## config.mk

```make
export PLATFORM = sky130hd
export DESIGN_NAME = rtc_front
export DESIGN_NICKNAME = d
export VERILOG_FILES = /design/src/rtc_pkg.sv /design/src/rtc_front.sv
export SDC_FILE = /design/constraint.sdc
export NUM_CORES = 1
export LEC_CHECK = 0
export BUFFER_PORTS_ARGS = -buffer_cell sky130_fd_sc_hd__buf_2
export CORE_UTILIZATION = 45
export CTS_BUF_LIST = sky130_fd_sc_hd__clkbuf_2 sky130_fd_sc_hd__clkbuf_4 sky130_fd_sc_hd__clkbuf_8
export DETAILED_ROUTE_END_ITERATION = 6
export PLACE_DENSITY = 0.71
export RECOVER_POWER = 100
export REMOVE_ABC_BUFFERS = 1
export SLEW_MARGIN = 20
export SYNTH_ARGS = -nofsm -noshare
export SYNTH_HDL_FRONTEND = slang
export SYNTH_SLANG_ARGS = --single-unit
```

## constraint.sdc

```tcl
create_clock -name clk -period 44.2 [get_ports clk]
set_clock_uncertainty 0.1 [all_clocks]
set_input_delay 4.42 -clock clk [delete_from_list [all_inputs] [get_ports clk]]
set_output_delay 4.42 -clock clk [all_outputs]
set_load 0.02 [all_outputs]
```

## src/rtc_pkg.sv

```systemverilog
package rtc_pkg;

    // Widths and defaults
    localparam int VAL_W           = 64;
    localparam int OUT_W           = 32;
    localparam int EPS_W           = 16;
    localparam int COORD_WIDTH_DEF = 32;
    localparam int FRAC_BITS_DEF   = 16;
    localparam int NUM_FIELDS      = 15;
    localparam int REG_AW          = 6;
    localparam int RF_DEPTH        = 1 << REG_AW;
    localparam int PROG_LEN        = 116;
    localparam int PC_W            = 7;
    localparam int APB_AW          = 3;
    localparam int APB_DW          = 32;

    localparam logic [EPS_W-1:0] EPS_RESET   = 16'd1;
    localparam logic             REG_EPSILON = 1'b0;

    // Input item codes
    localparam logic       MODE_LOAD   = 1'b0;
    localparam logic       MODE_RAY    = 1'b1;
    localparam logic [1:0] VERTEX_NONE = 2'd3;

    // Miss reasons
    localparam logic [1:0] MISS_NONE     = 2'd0;
    localparam logic [1:0] MISS_PARALLEL = 2'd1;
    localparam logic [1:0] MISS_BEHIND   = 2'd2;
    localparam logic [1:0] MISS_OUTSIDE  = 2'd3;

    // Sequencer operations
    localparam logic [3:0] OP_LD     = 4'd0;
    localparam logic [3:0] OP_ADD    = 4'd1;
    localparam logic [3:0] OP_SUB    = 4'd2;
    localparam logic [3:0] OP_MUL    = 4'd3;
    localparam logic [3:0] OP_DIV    = 4'd4;
    localparam logic [3:0] OP_CHKPAR = 4'd5;
    localparam logic [3:0] OP_CHKBEH = 4'd6;
    localparam logic [3:0] OP_CHKOUT = 4'd7;
    localparam logic [3:0] OP_END    = 4'd8;

    // Register file map
    localparam int R_O   = 0;
    localparam int R_D   = 3;
    localparam int R_V0  = 6;
    localparam int R_E0  = 15;
    localparam int R_W   = 24;
    localparam int R_N   = 27;
    localparam int R_NDD = 30;
    localparam int R_T   = 31;
    localparam int R_S1  = 32;
    localparam int R_S2  = 33;
    localparam int R_P   = 34;
    localparam int R_Q   = 37;
    localparam int R_C   = 40;
    localparam int R_TMP = 43;

    typedef struct packed {
        logic [3:0]        op;
        logic [REG_AW-1:0] dst;
        logic [REG_AW-1:0] a;
        logic [REG_AW-1:0] b;
    } uop_t;

    typedef uop_t [PROG_LEN-1:0] prog_t;

    function automatic uop_t mk(logic [3:0] op, int d, int a, int b);
        uop_t u;
        u.op  = op;
        u.dst = REG_AW'(d);
        u.a   = REG_AW'(a);
        u.b   = REG_AW'(b);
        return u;
    endfunction

    function automatic logic [VAL_W-1:0] mag64(logic [VAL_W-1:0] a);
        return a[VAL_W-1] ? (VAL_W'(0) - a) : a;
    endfunction

    // Signed result from sign and 128-bit magnitude, saturated
    function automatic logic [VAL_W-1:0] from_mag(logic neg, logic [VAL_W-1:0] hi,
                                                 logic [VAL_W-1:0] lo);
        logic [VAL_W-1:0] limit;
        limit = neg ? {1'b1, {(VAL_W-1){1'b0}}} : {1'b0, {(VAL_W-1){1'b1}}};
        if (hi != '0 || lo > limit)
            return neg ? {1'b1, {(VAL_W-1){1'b0}}} : {1'b0, {(VAL_W-1){1'b1}}};
        return neg ? (VAL_W'(0) - lo) : lo;
    endfunction

    function automatic logic [VAL_W-1:0] sat_add(logic [VAL_W-1:0] a, logic [VAL_W-1:0] b);
        logic [VAL_W:0] s;
        s = {a[VAL_W-1], a} + {b[VAL_W-1], b};
        if (s[VAL_W] != s[VAL_W-1])
            return s[VAL_W] ? {1'b1, {(VAL_W-1){1'b0}}} : {1'b0, {(VAL_W-1){1'b1}}};
        return s[VAL_W-1:0];
    endfunction

    function automatic logic [VAL_W-1:0] sat_sub(logic [VAL_W-1:0] a, logic [VAL_W-1:0] b);
        logic [VAL_W:0] s;
        s = {a[VAL_W-1], a} - {b[VAL_W-1], b};
        if (s[VAL_W] != s[VAL_W-1])
            return s[VAL_W] ? {1'b1, {(VAL_W-1){1'b0}}} : {1'b0, {(VAL_W-1){1'b1}}};
        return s[VAL_W-1:0];
    endfunction

    // Sequencer program for one ray
    function automatic prog_t build_prog();
        prog_t p;
        int    n;
        int    i1;
        int    i2;
        int    e;
        int    v;
        p = '0;
        n = 0;
        // copy ray and triangle into the register file
        for (int k = 0; k < NUM_FIELDS; k++) begin
            p[n] = mk(OP_LD, k, k, 0); n++;
        end
        // edges E0, E1, E2 and W = V2 - V0
        for (int c = 0; c < 3; c++) begin
            p[n] = mk(OP_SUB, R_E0 + c, R_V0 + 3 + c, R_V0 + c); n++;
        end
        for (int c = 0; c < 3; c++) begin
            p[n] = mk(OP_SUB, R_E0 + 3 + c, R_V0 + 6 + c, R_V0 + 3 + c); n++;
        end
        for (int c = 0; c < 3; c++) begin
            p[n] = mk(OP_SUB, R_E0 + 6 + c, R_V0 + c, R_V0 + 6 + c); n++;
        end
        for (int c = 0; c < 3; c++) begin
            p[n] = mk(OP_SUB, R_W + c, R_V0 + 6 + c, R_V0 + c); n++;
        end
        // normal N = E0 x W
        for (int c = 0; c < 3; c++) begin
            i1 = (c == 2) ? 0 : c + 1;
            i2 = (c == 0) ? 2 : c - 1;
            p[n] = mk(OP_MUL, R_N + c, R_E0 + i1, R_W + i2); n++;
            p[n] = mk(OP_MUL, R_TMP, R_E0 + i2, R_W + i1); n++;
            p[n] = mk(OP_SUB, R_N + c, R_N + c, R_TMP); n++;
        end
        // N.D and parallel test
        for (int c = 0; c < 3; c++) begin
            p[n] = mk(OP_MUL, (c == 0) ? R_NDD : R_TMP, R_N + c, R_D + c); n++;
            if (c > 0) begin
                p[n] = mk(OP_ADD, R_NDD, R_NDD, R_TMP); n++;
            end
        end
        p[n] = mk(OP_CHKPAR, 0, R_NDD, 0); n++;
        // numerator N.V0 - N.O
        for (int c = 0; c < 3; c++) begin
            p[n] = mk(OP_MUL, (c == 0) ? R_S1 : R_TMP, R_N + c, R_V0 + c); n++;
            if (c > 0) begin
                p[n] = mk(OP_ADD, R_S1, R_S1, R_TMP); n++;
            end
        end
        for (int c = 0; c < 3; c++) begin
            p[n] = mk(OP_MUL, (c == 0) ? R_S2 : R_TMP, R_N + c, R_O + c); n++;
            if (c > 0) begin
                p[n] = mk(OP_ADD, R_S2, R_S2, R_TMP); n++;
            end
        end
        p[n] = mk(OP_SUB, R_S1, R_S1, R_S2); n++;
        p[n] = mk(OP_DIV, R_T, R_S1, R_NDD); n++;
        p[n] = mk(OP_CHKBEH, 0, R_T, 0); n++;
        // hit point P = O + D*t
        for (int c = 0; c < 3; c++) begin
            p[n] = mk(OP_MUL, R_TMP, R_D + c, R_T); n++;
            p[n] = mk(OP_ADD, R_P + c, R_O + c, R_TMP); n++;
        end
        // inside-outside test per edge
        for (int k = 0; k < 3; k++) begin
            e = R_E0 + 3 * k;
            v = R_V0 + 3 * k;
            for (int c = 0; c < 3; c++) begin
                p[n] = mk(OP_SUB, R_Q + c, R_P + c, v + c); n++;
            end
            for (int c = 0; c < 3; c++) begin
                i1 = (c == 2) ? 0 : c + 1;
                i2 = (c == 0) ? 2 : c - 1;
                p[n] = mk(OP_MUL, R_C + c, e + i1, R_Q + i2); n++;
                p[n] = mk(OP_MUL, R_TMP, e + i2, R_Q + i1); n++;
                p[n] = mk(OP_SUB, R_C + c, R_C + c, R_TMP); n++;
            end
            for (int c = 0; c < 3; c++) begin
                p[n] = mk(OP_MUL, (c == 0) ? R_S1 : R_TMP, R_N + c, R_C + c); n++;
                if (c > 0) begin
                    p[n] = mk(OP_ADD, R_S1, R_S1, R_TMP); n++;
                end
            end
            p[n] = mk(OP_CHKOUT, 0, R_S1, 0); n++;
        end
        p[n] = mk(OP_END, 0, R_T, 0);
        return p;
    endfunction

endpackage

```

## src/rtc_front.sv

```systemverilog
module rtc_front #(
    parameter int COORD_WIDTH = rtc_pkg::COORD_WIDTH_DEF
) (
    input  logic                                         clk,
    input  logic                                         rst_n,
    input  logic                                         push,
    output logic                                         full,
    input  logic                                         mode,
    input  logic [1:0]                                   vertex_index,
    input  logic signed [COORD_WIDTH-1:0]                point_x,
    input  logic signed [COORD_WIDTH-1:0]                point_y,
    input  logic signed [COORD_WIDTH-1:0]                point_z,
    input  logic signed [COORD_WIDTH-1:0]                dir_x,
    input  logic signed [COORD_WIDTH-1:0]                dir_y,
    input  logic signed [COORD_WIDTH-1:0]                dir_z,
    output logic                                         q_valid,
    input  logic                                         q_pop,
    output logic [rtc_pkg::NUM_FIELDS*COORD_WIDTH-1:0]   q_data
);

    localparam int ENT_W = rtc_pkg::NUM_FIELDS * COORD_WIDTH;

    logic [COORD_WIDTH-1:0] vtx_reg [9];
    logic [ENT_W-1:0]       fifo_mem [2];
    logic                   wr_ptr_reg, wr_ptr_next;
    logic                   rd_ptr_reg, rd_ptr_next;
    logic [1:0]             count_reg, count_next;
    logic                   accept;
    logic                   ray_push;
    logic                   load_vtx;
    logic                   do_pop;
    logic [ENT_W-1:0]       entry;
    logic [3:0]             vtx_base;

    assign full     = (count_reg == 2'd2);
    assign accept   = push && !full;
    assign ray_push = accept && (mode == rtc_pkg::MODE_RAY);
    assign load_vtx = accept && (mode == rtc_pkg::MODE_LOAD)
                      && (vertex_index != rtc_pkg::VERTEX_NONE);
    assign q_valid  = (count_reg != 2'd0);
    assign do_pop   = q_pop && q_valid;
    assign q_data   = fifo_mem[rd_ptr_reg];
    assign vtx_base = {1'b0, vertex_index, 1'b0} + {2'b00, vertex_index};

    // vertex store, written by load requests
    always_ff @(posedge clk)
    begin
        if (load_vtx)
        begin
            vtx_reg[vtx_base]        <= point_x;
            vtx_reg[vtx_base + 4'd1] <= point_y;
            vtx_reg[vtx_base + 4'd2] <= point_z;
        end
    end

    // ray request with a snapshot of the triangle
    always_comb
    begin
        entry = {dir_z, dir_y, dir_x, point_z, point_y, point_x};
        for (int k = 0; k < 9; k++)
        begin
            entry[(6 + k)*COORD_WIDTH +: COORD_WIDTH] = vtx_reg[k];
        end
    end

    always_ff @(posedge clk)
    begin
        if (ray_push)
        begin
            fifo_mem[wr_ptr_reg] <= entry;
        end
    end

    // queue pointers
    always_comb
    begin
        wr_ptr_next = ray_push ? !wr_ptr_reg : wr_ptr_reg;
        rd_ptr_next = do_pop ? !rd_ptr_reg : rd_ptr_reg;
        count_next  = count_reg + {1'b0, ray_push} - {1'b0, do_pop};
    end

    always_ff @(posedge clk or negedge rst_n)
    begin
        if (!rst_n)
        begin
            wr_ptr_reg <= 1'b0;
            rd_ptr_reg <= 1'b0;
            count_reg  <= 2'd0;
        end
        else
        begin
            wr_ptr_reg <= wr_ptr_next;
            rd_ptr_reg <= rd_ptr_next;
            count_reg  <= count_next;
        end
    end

endmodule

```

-- Word-level counts from Yosys, hierarchy flattened
Memory sizes are Yosys's and may differ from the RTL's.
Cells that the tools add are included.
W data, S select, Z words.
- input bits: 199
- logic and storage cells: 26
- bits in writable memories: 1248
- output and inout bits: 482
- memories kept: 2
- register bits after elaboration: 4
- $add $sub $neg: 5
- muxes and demuxes: 4
- equal/unequal tests: 2
- bitwise gates (word level): 1
- reductions and logical operators: 9
- memories (memory ; words ; width ; read ports ; clocked after Yosys merged registers in ; wr ports ; line ; RTL):
    fifo_mem ; 2 ; 480 ; 1 ; 0 ; 1 ; rtc_front.sv:24 ; logic [ENT_W-1:0] fifo_mem [2];
    vtx_reg ; 9 ; 32 ; 9 ; 0 ; 3 ; rtc_front.sv:23 ; logic [COORD_WIDTH-1:0] vtx_reg [9];
- operators with widths (operator ; count):
    $logic_and A1 B1 Y1 ; 5
    $add A3 B2 Y4 ; 1
    $add A4 B1 Y4 const B ; 1
    $add A4 B2 Y4 const B ; 1
    $mux W1 ; 4
    $logic_not A1 Y1 ; 3
    $add A2 B1 Y2 ; 1
    $eq A2 B2 Y1 const B ; 1
    $ne A2 B2 Y1 const B ; 1
    $reduce_bool A2 Y1 ; 1
    $sub A2 B1 Y2 ; 1
    $not A1 Y1 ; 1

-- Logic depth before layout (Yosys ltp)
- depth in word-level cells: 7
- depth in mapped cells: 10
- mapped depth without buffers: 7

-- Worst setup path after synthesis
No wires, ideal clock.
- path kind: input -> register
- start: in push
- end: mem fifo_mem[0][0] (netlist name) (enable)
- setup time: 1.912 ns
- cell stages on the path: 3
- data arrival time: 36.869 ns
- setup slack: 5.319 ns
- cell sequence: buf_2 -> nand2_1 -> nor3_1
- longest elaborated chain between the ends: 4
- RTL lines (item ; line ; RTL):
    from (decl) ; rtc_front.sv:6 ; input logic push,
    $logic_and A1 B1 Y1 ; rtc_front.sv:36 ; assign accept = push && !full;
    $logic_and A1 B1 Y1 ; rtc_front.sv:37 ; assign ray_push = accept && (mode == rtc_pkg::MODE_RAY);
    $mux W1 ; rtc_front.sv:68 ; if (ray_push)
    $mux W1 (implied by the code) ; rtc_front.sv:70 ; fifo_mem[wr_ptr_reg] <= entry;
    to (decl) ; rtc_front.sv:24 ;
Every way passes these cells.

-- Final worst setup path
- start: reg rd_ptr_reg
- end: out q_data[260] (netlist name)
- longest elaborated chain between the ends: 1
- RTL lines (item ; line ; RTL):
    from (decl) ; rtc_front.sv:26 ; logic rd_ptr_reg, rd_ptr_next;
    from (signal assigned) ; rtc_front.sv:93 ; rd_ptr_reg <= rd_ptr_next;
    $mem_v2 Z2 W480 ; -- ;
    to (decl) ; rtc_front.sv:18 ; output logic [rtc_pkg::NUM_FIELDS*COORD_WIDTH-1:0] q_data
Every way passes these cells.

==> out/qor.txt <==
Outcome: complete, but fails checks
Failing checks: capacitance limit, slew limit
CTS tree: done
Mapped cell area: 49100 um^2
Switch Pwr: 1.05 mW
Initial DRC count: 2615
Cells on worst reg2reg path: 6
Final min period: 16.16 ns
CP cell instances: clkbuf_1, clkbuf_1, clkbuf_1, mux2_2, clkbuf_1
RePlAce Congestion: 0.779
Hold Path Class: register to register
Crit path capture type: output port
Cell mode on critical path: clkbuf_1
Number of global-route vias before repair: 28500
Slowest stage delay, CP: 2.88 ns
Buf/Inv on CP: 4
Die Footprint: 110000 um^2
Via count: 28500
DR WL/cell: 27.0 um
Crit path to: q_data[260]
Seq pwr share: 45.1%
FF+latch count, synth: 1252
Layout cells sized above 1: 23.2%
CP arrival: 11.64 ns
Die height: 332 um
Core ar.: 108000 um^2
Detailed-placement wirelength estimate: 79300 um
Placed instance count: 4721
Top cells by area, synth: edfxtp_1, mux2_2, nand2_1
Area share of the largest cell type after synthesis: 76.3%
Synthesized area per cell: 17.4 um^2
Leak: 18.9 nW
Tot GR Track Use: 24.3%
Dpl ws: 35.62 ns
Vias/cell: 5.63
Combinational power share: 26.3%
Clk root buf: clkbuf_8
Setup-failing EPs final: 0
Critical path depth: 5
Final Core Density: 52.6%
WHS: 0.315 ns
Clock transition at path regs: 0.06 ns
Largest net degree at the start of global routing: 141
Router iterations before antenna repair: 5
CTS buffer count: 196
Hold Vio Cnt, Final: 0
PostCTS Resize Cnt: 0
Setup ws final: 28.04 ns
CP startpoint kind: register
Reg-to-reg endpoint: fifo_mem[1][0]
Synth-to-layout area growth: 15.4%
Site Rows: 120
Period utilization: 36.6%
CP Class: register to output port
Max FO, Critical Path: 66
Skew-Pair Late Insertion Delay: 0.87 ns
Antenna Violating Nets Remaining: 0
CP startpoint: rd_ptr_reg
Postcts setup bufs: 0
Residual DRC: 0
Hold_buf cts: 0
Peak supply drop: 48.6 uV
Max-slew violations: 2331
Reg2reg setup slack: 32.21 ns
Top delay family on crit path: buffers and inverters
Gr ovfl total: 0
Max cap viols: 45
Final Non-Filler Cells: 5068
CTS Buffer Depth: 3
Relative slew slack: -462%
# IOs: 681
Initial Util: 45.6%
Worst Tran Pin Value: 8.43 ns
Max FFs per register: 960
Post-synth top area cell: edfxtp_1
Antenna violations before repair: 9
Overall routed net length: 137000 um
Sw frac: 31.6%
I/O Buffers: 680
Global-route wire length before repair: 194000 um
Synth cell types: 41
Clock group share of total power: 28.6%
Clock sinks: 1252
Max frequency: 0.0619 GHz
H-Tree Depth: 4
P per Cell Area: 58.8 nW/um^2
Nets@finish: 3721
CP required: 39.68 ns
Sequential area share after synthesis: 76.5%
DIE WIDTH: 332 um
Post-synthesis cell count: 2826
Final TNS setup: 0 ns
Synth Warn #: 0
Slowest CP cell: clkbuf_1
P_int: 2.28 mW
RSZ-0062 raised after global routing: false
Reg2reg start: count_reg[0]
[cell usage in the layout (no fill, tap or decap), drive strengths merged, types with 63 or more instances in the layout]
master  synthesis  final
nand2         320    320
nor2           70     70
clkbuf        108    808
clkinv          0     63
o21ai          76     76
mux2          480    480
mux2i          64     64
buf           115    172
a31oi          63     63
edfxtp       1248   1248
a22oi          94     94
[metrics by stage]
stage,power [mW],cell area [um^2]
floorplan,2.28,48100
global placement,2.40,53800
detailed placement,2.41,53800
CTS,3.36,57600
global route,3.46,56600
finish,3.33,56600
[metal layers]
layer / vias to the layer above / routed length, um / GRT usage, %
met5: - / 0 / 0
met4: 0 / 4440 / 8.92
met3: 290 / 13500 / 6.39
li1: 12300 / - / -
met1: 14300 / 52100 / 30.8
met2: 1607 / 66600 / 40.1
[worst reg2reg max path: stages (launching register included)]
cell,delay [ns]
dfrtp_1,0.40
nand2b_1,0.58
inv_1,0.19
nor2_1,0.27
and2_0,1.16
clkbuf_1,5.89
clkbuf_1,2.85
[Yosys cell counts]
| library cell | instances |
|---|---|
| a211oi_1 | 2 |
| a21o_1 | 2 |
| a21o_4 | 1 |
| a21oi_1 | 5 |
| a221o_1 | 32 |
| a22oi_1 | 94 |
| a31oi_1 | 63 |
| a32oi_1 | 1 |
| a41oi_1 | 1 |
| and2_1 | 4 |
| and3_1 | 35 |
| and4bb_1 | 3 |
| and4bb_2 | 1 |
| buf_1 | 6 |
| buf_2 | 100 |
| buf_4 | 1 |
| buf_6 | 8 |
| clkbuf_1 | 107 |
| clkbuf_2 | 1 |
| dfrtp_1 | 4 |
| edfxtp_1 | 1248 |
| ha_1 | 6 |
| inv_1 | 8 |
| mux2_2 | 480 |
| mux2i_1 | 64 |
| nand2_1 | 319 |
| nand2_2 | 1 |
| nand2b_1 | 1 |
| nand3_1 | 8 |
| nand4_1 | 1 |
| nor2_1 | 70 |
| nor2b_1 | 2 |
| nor3_1 | 2 |
| nor3b_4 | 1 |
| o21ai_0 | 75 |
| o21ai_1 | 1 |
| o2bb2ai_1 | 62 |
| o32ai_1 | 1 |
| or2_2 | 1 |
| xnor2_1 | 3 |
| xor2_1 | 1 |
[cell type report]
class / instances / area, um^2
inverters: 8 / 32.5
repair buffers: 715 / 2920
well taps: 1403 / 1760
multi-input cells: 1343 / 10600
flip-flops and latches: 1252 / 37600
clock inverters: 77 / 556
diodes: 5 / 12.5
fillers: 8888 / 51000
clock buffers: 265 / 3240
[power by group through the flow]
stage	clock network, mW	logic (mW)	registers, mW
after global placement	0	0.895	1.50
after floorplan	0	0.631	1.65
final	0.955	0.875	1.50
after detailed placement	0	0.899	1.51
after CTS	0.972	0.903	1.48
after global routing	1.02	0.922	1.51
[worst min path at each step]
stage / startpoint / slack, ns / endpoint / depth (start not counted)
2_1_floorplan: vtx_reg[0][0] / 0.32 / fifo_mem[0][192] / 0
3_3_place_gp: vtx_reg[3][3] / 0.32 / fifo_mem[0][291] / 0
3_5_place_dp: vtx_reg[0][9] / 0.33 / fifo_mem[1][201] / 0
4_1_cts: vtx_reg[3][16] / 0.31 / fifo_mem[0][304] / 0
5_1_grt: vtx_reg[7][16] / 0.30 / fifo_mem[0][432] / 0
6_report: vtx_reg[3][16] / 0.32 / fifo_mem[0][304] / 0
[logic make-up (layout without fill, tap and decap cells)]
group,Yosys count,in the layout,share of synthesized area (%)
AOI/OAI and AO/OA,340,340,4.97
xor gates and xnor gates,4,4,0.0714
adders and majority gates,6,6,0.153
buffers and inverters,231,1065,2.15
DFF,1252,1252,76.5
muxes,544,544,12.3
other,0,5,0
and+or+nand+nor,449,449,3.79
(Power assumes the default switching activity.)
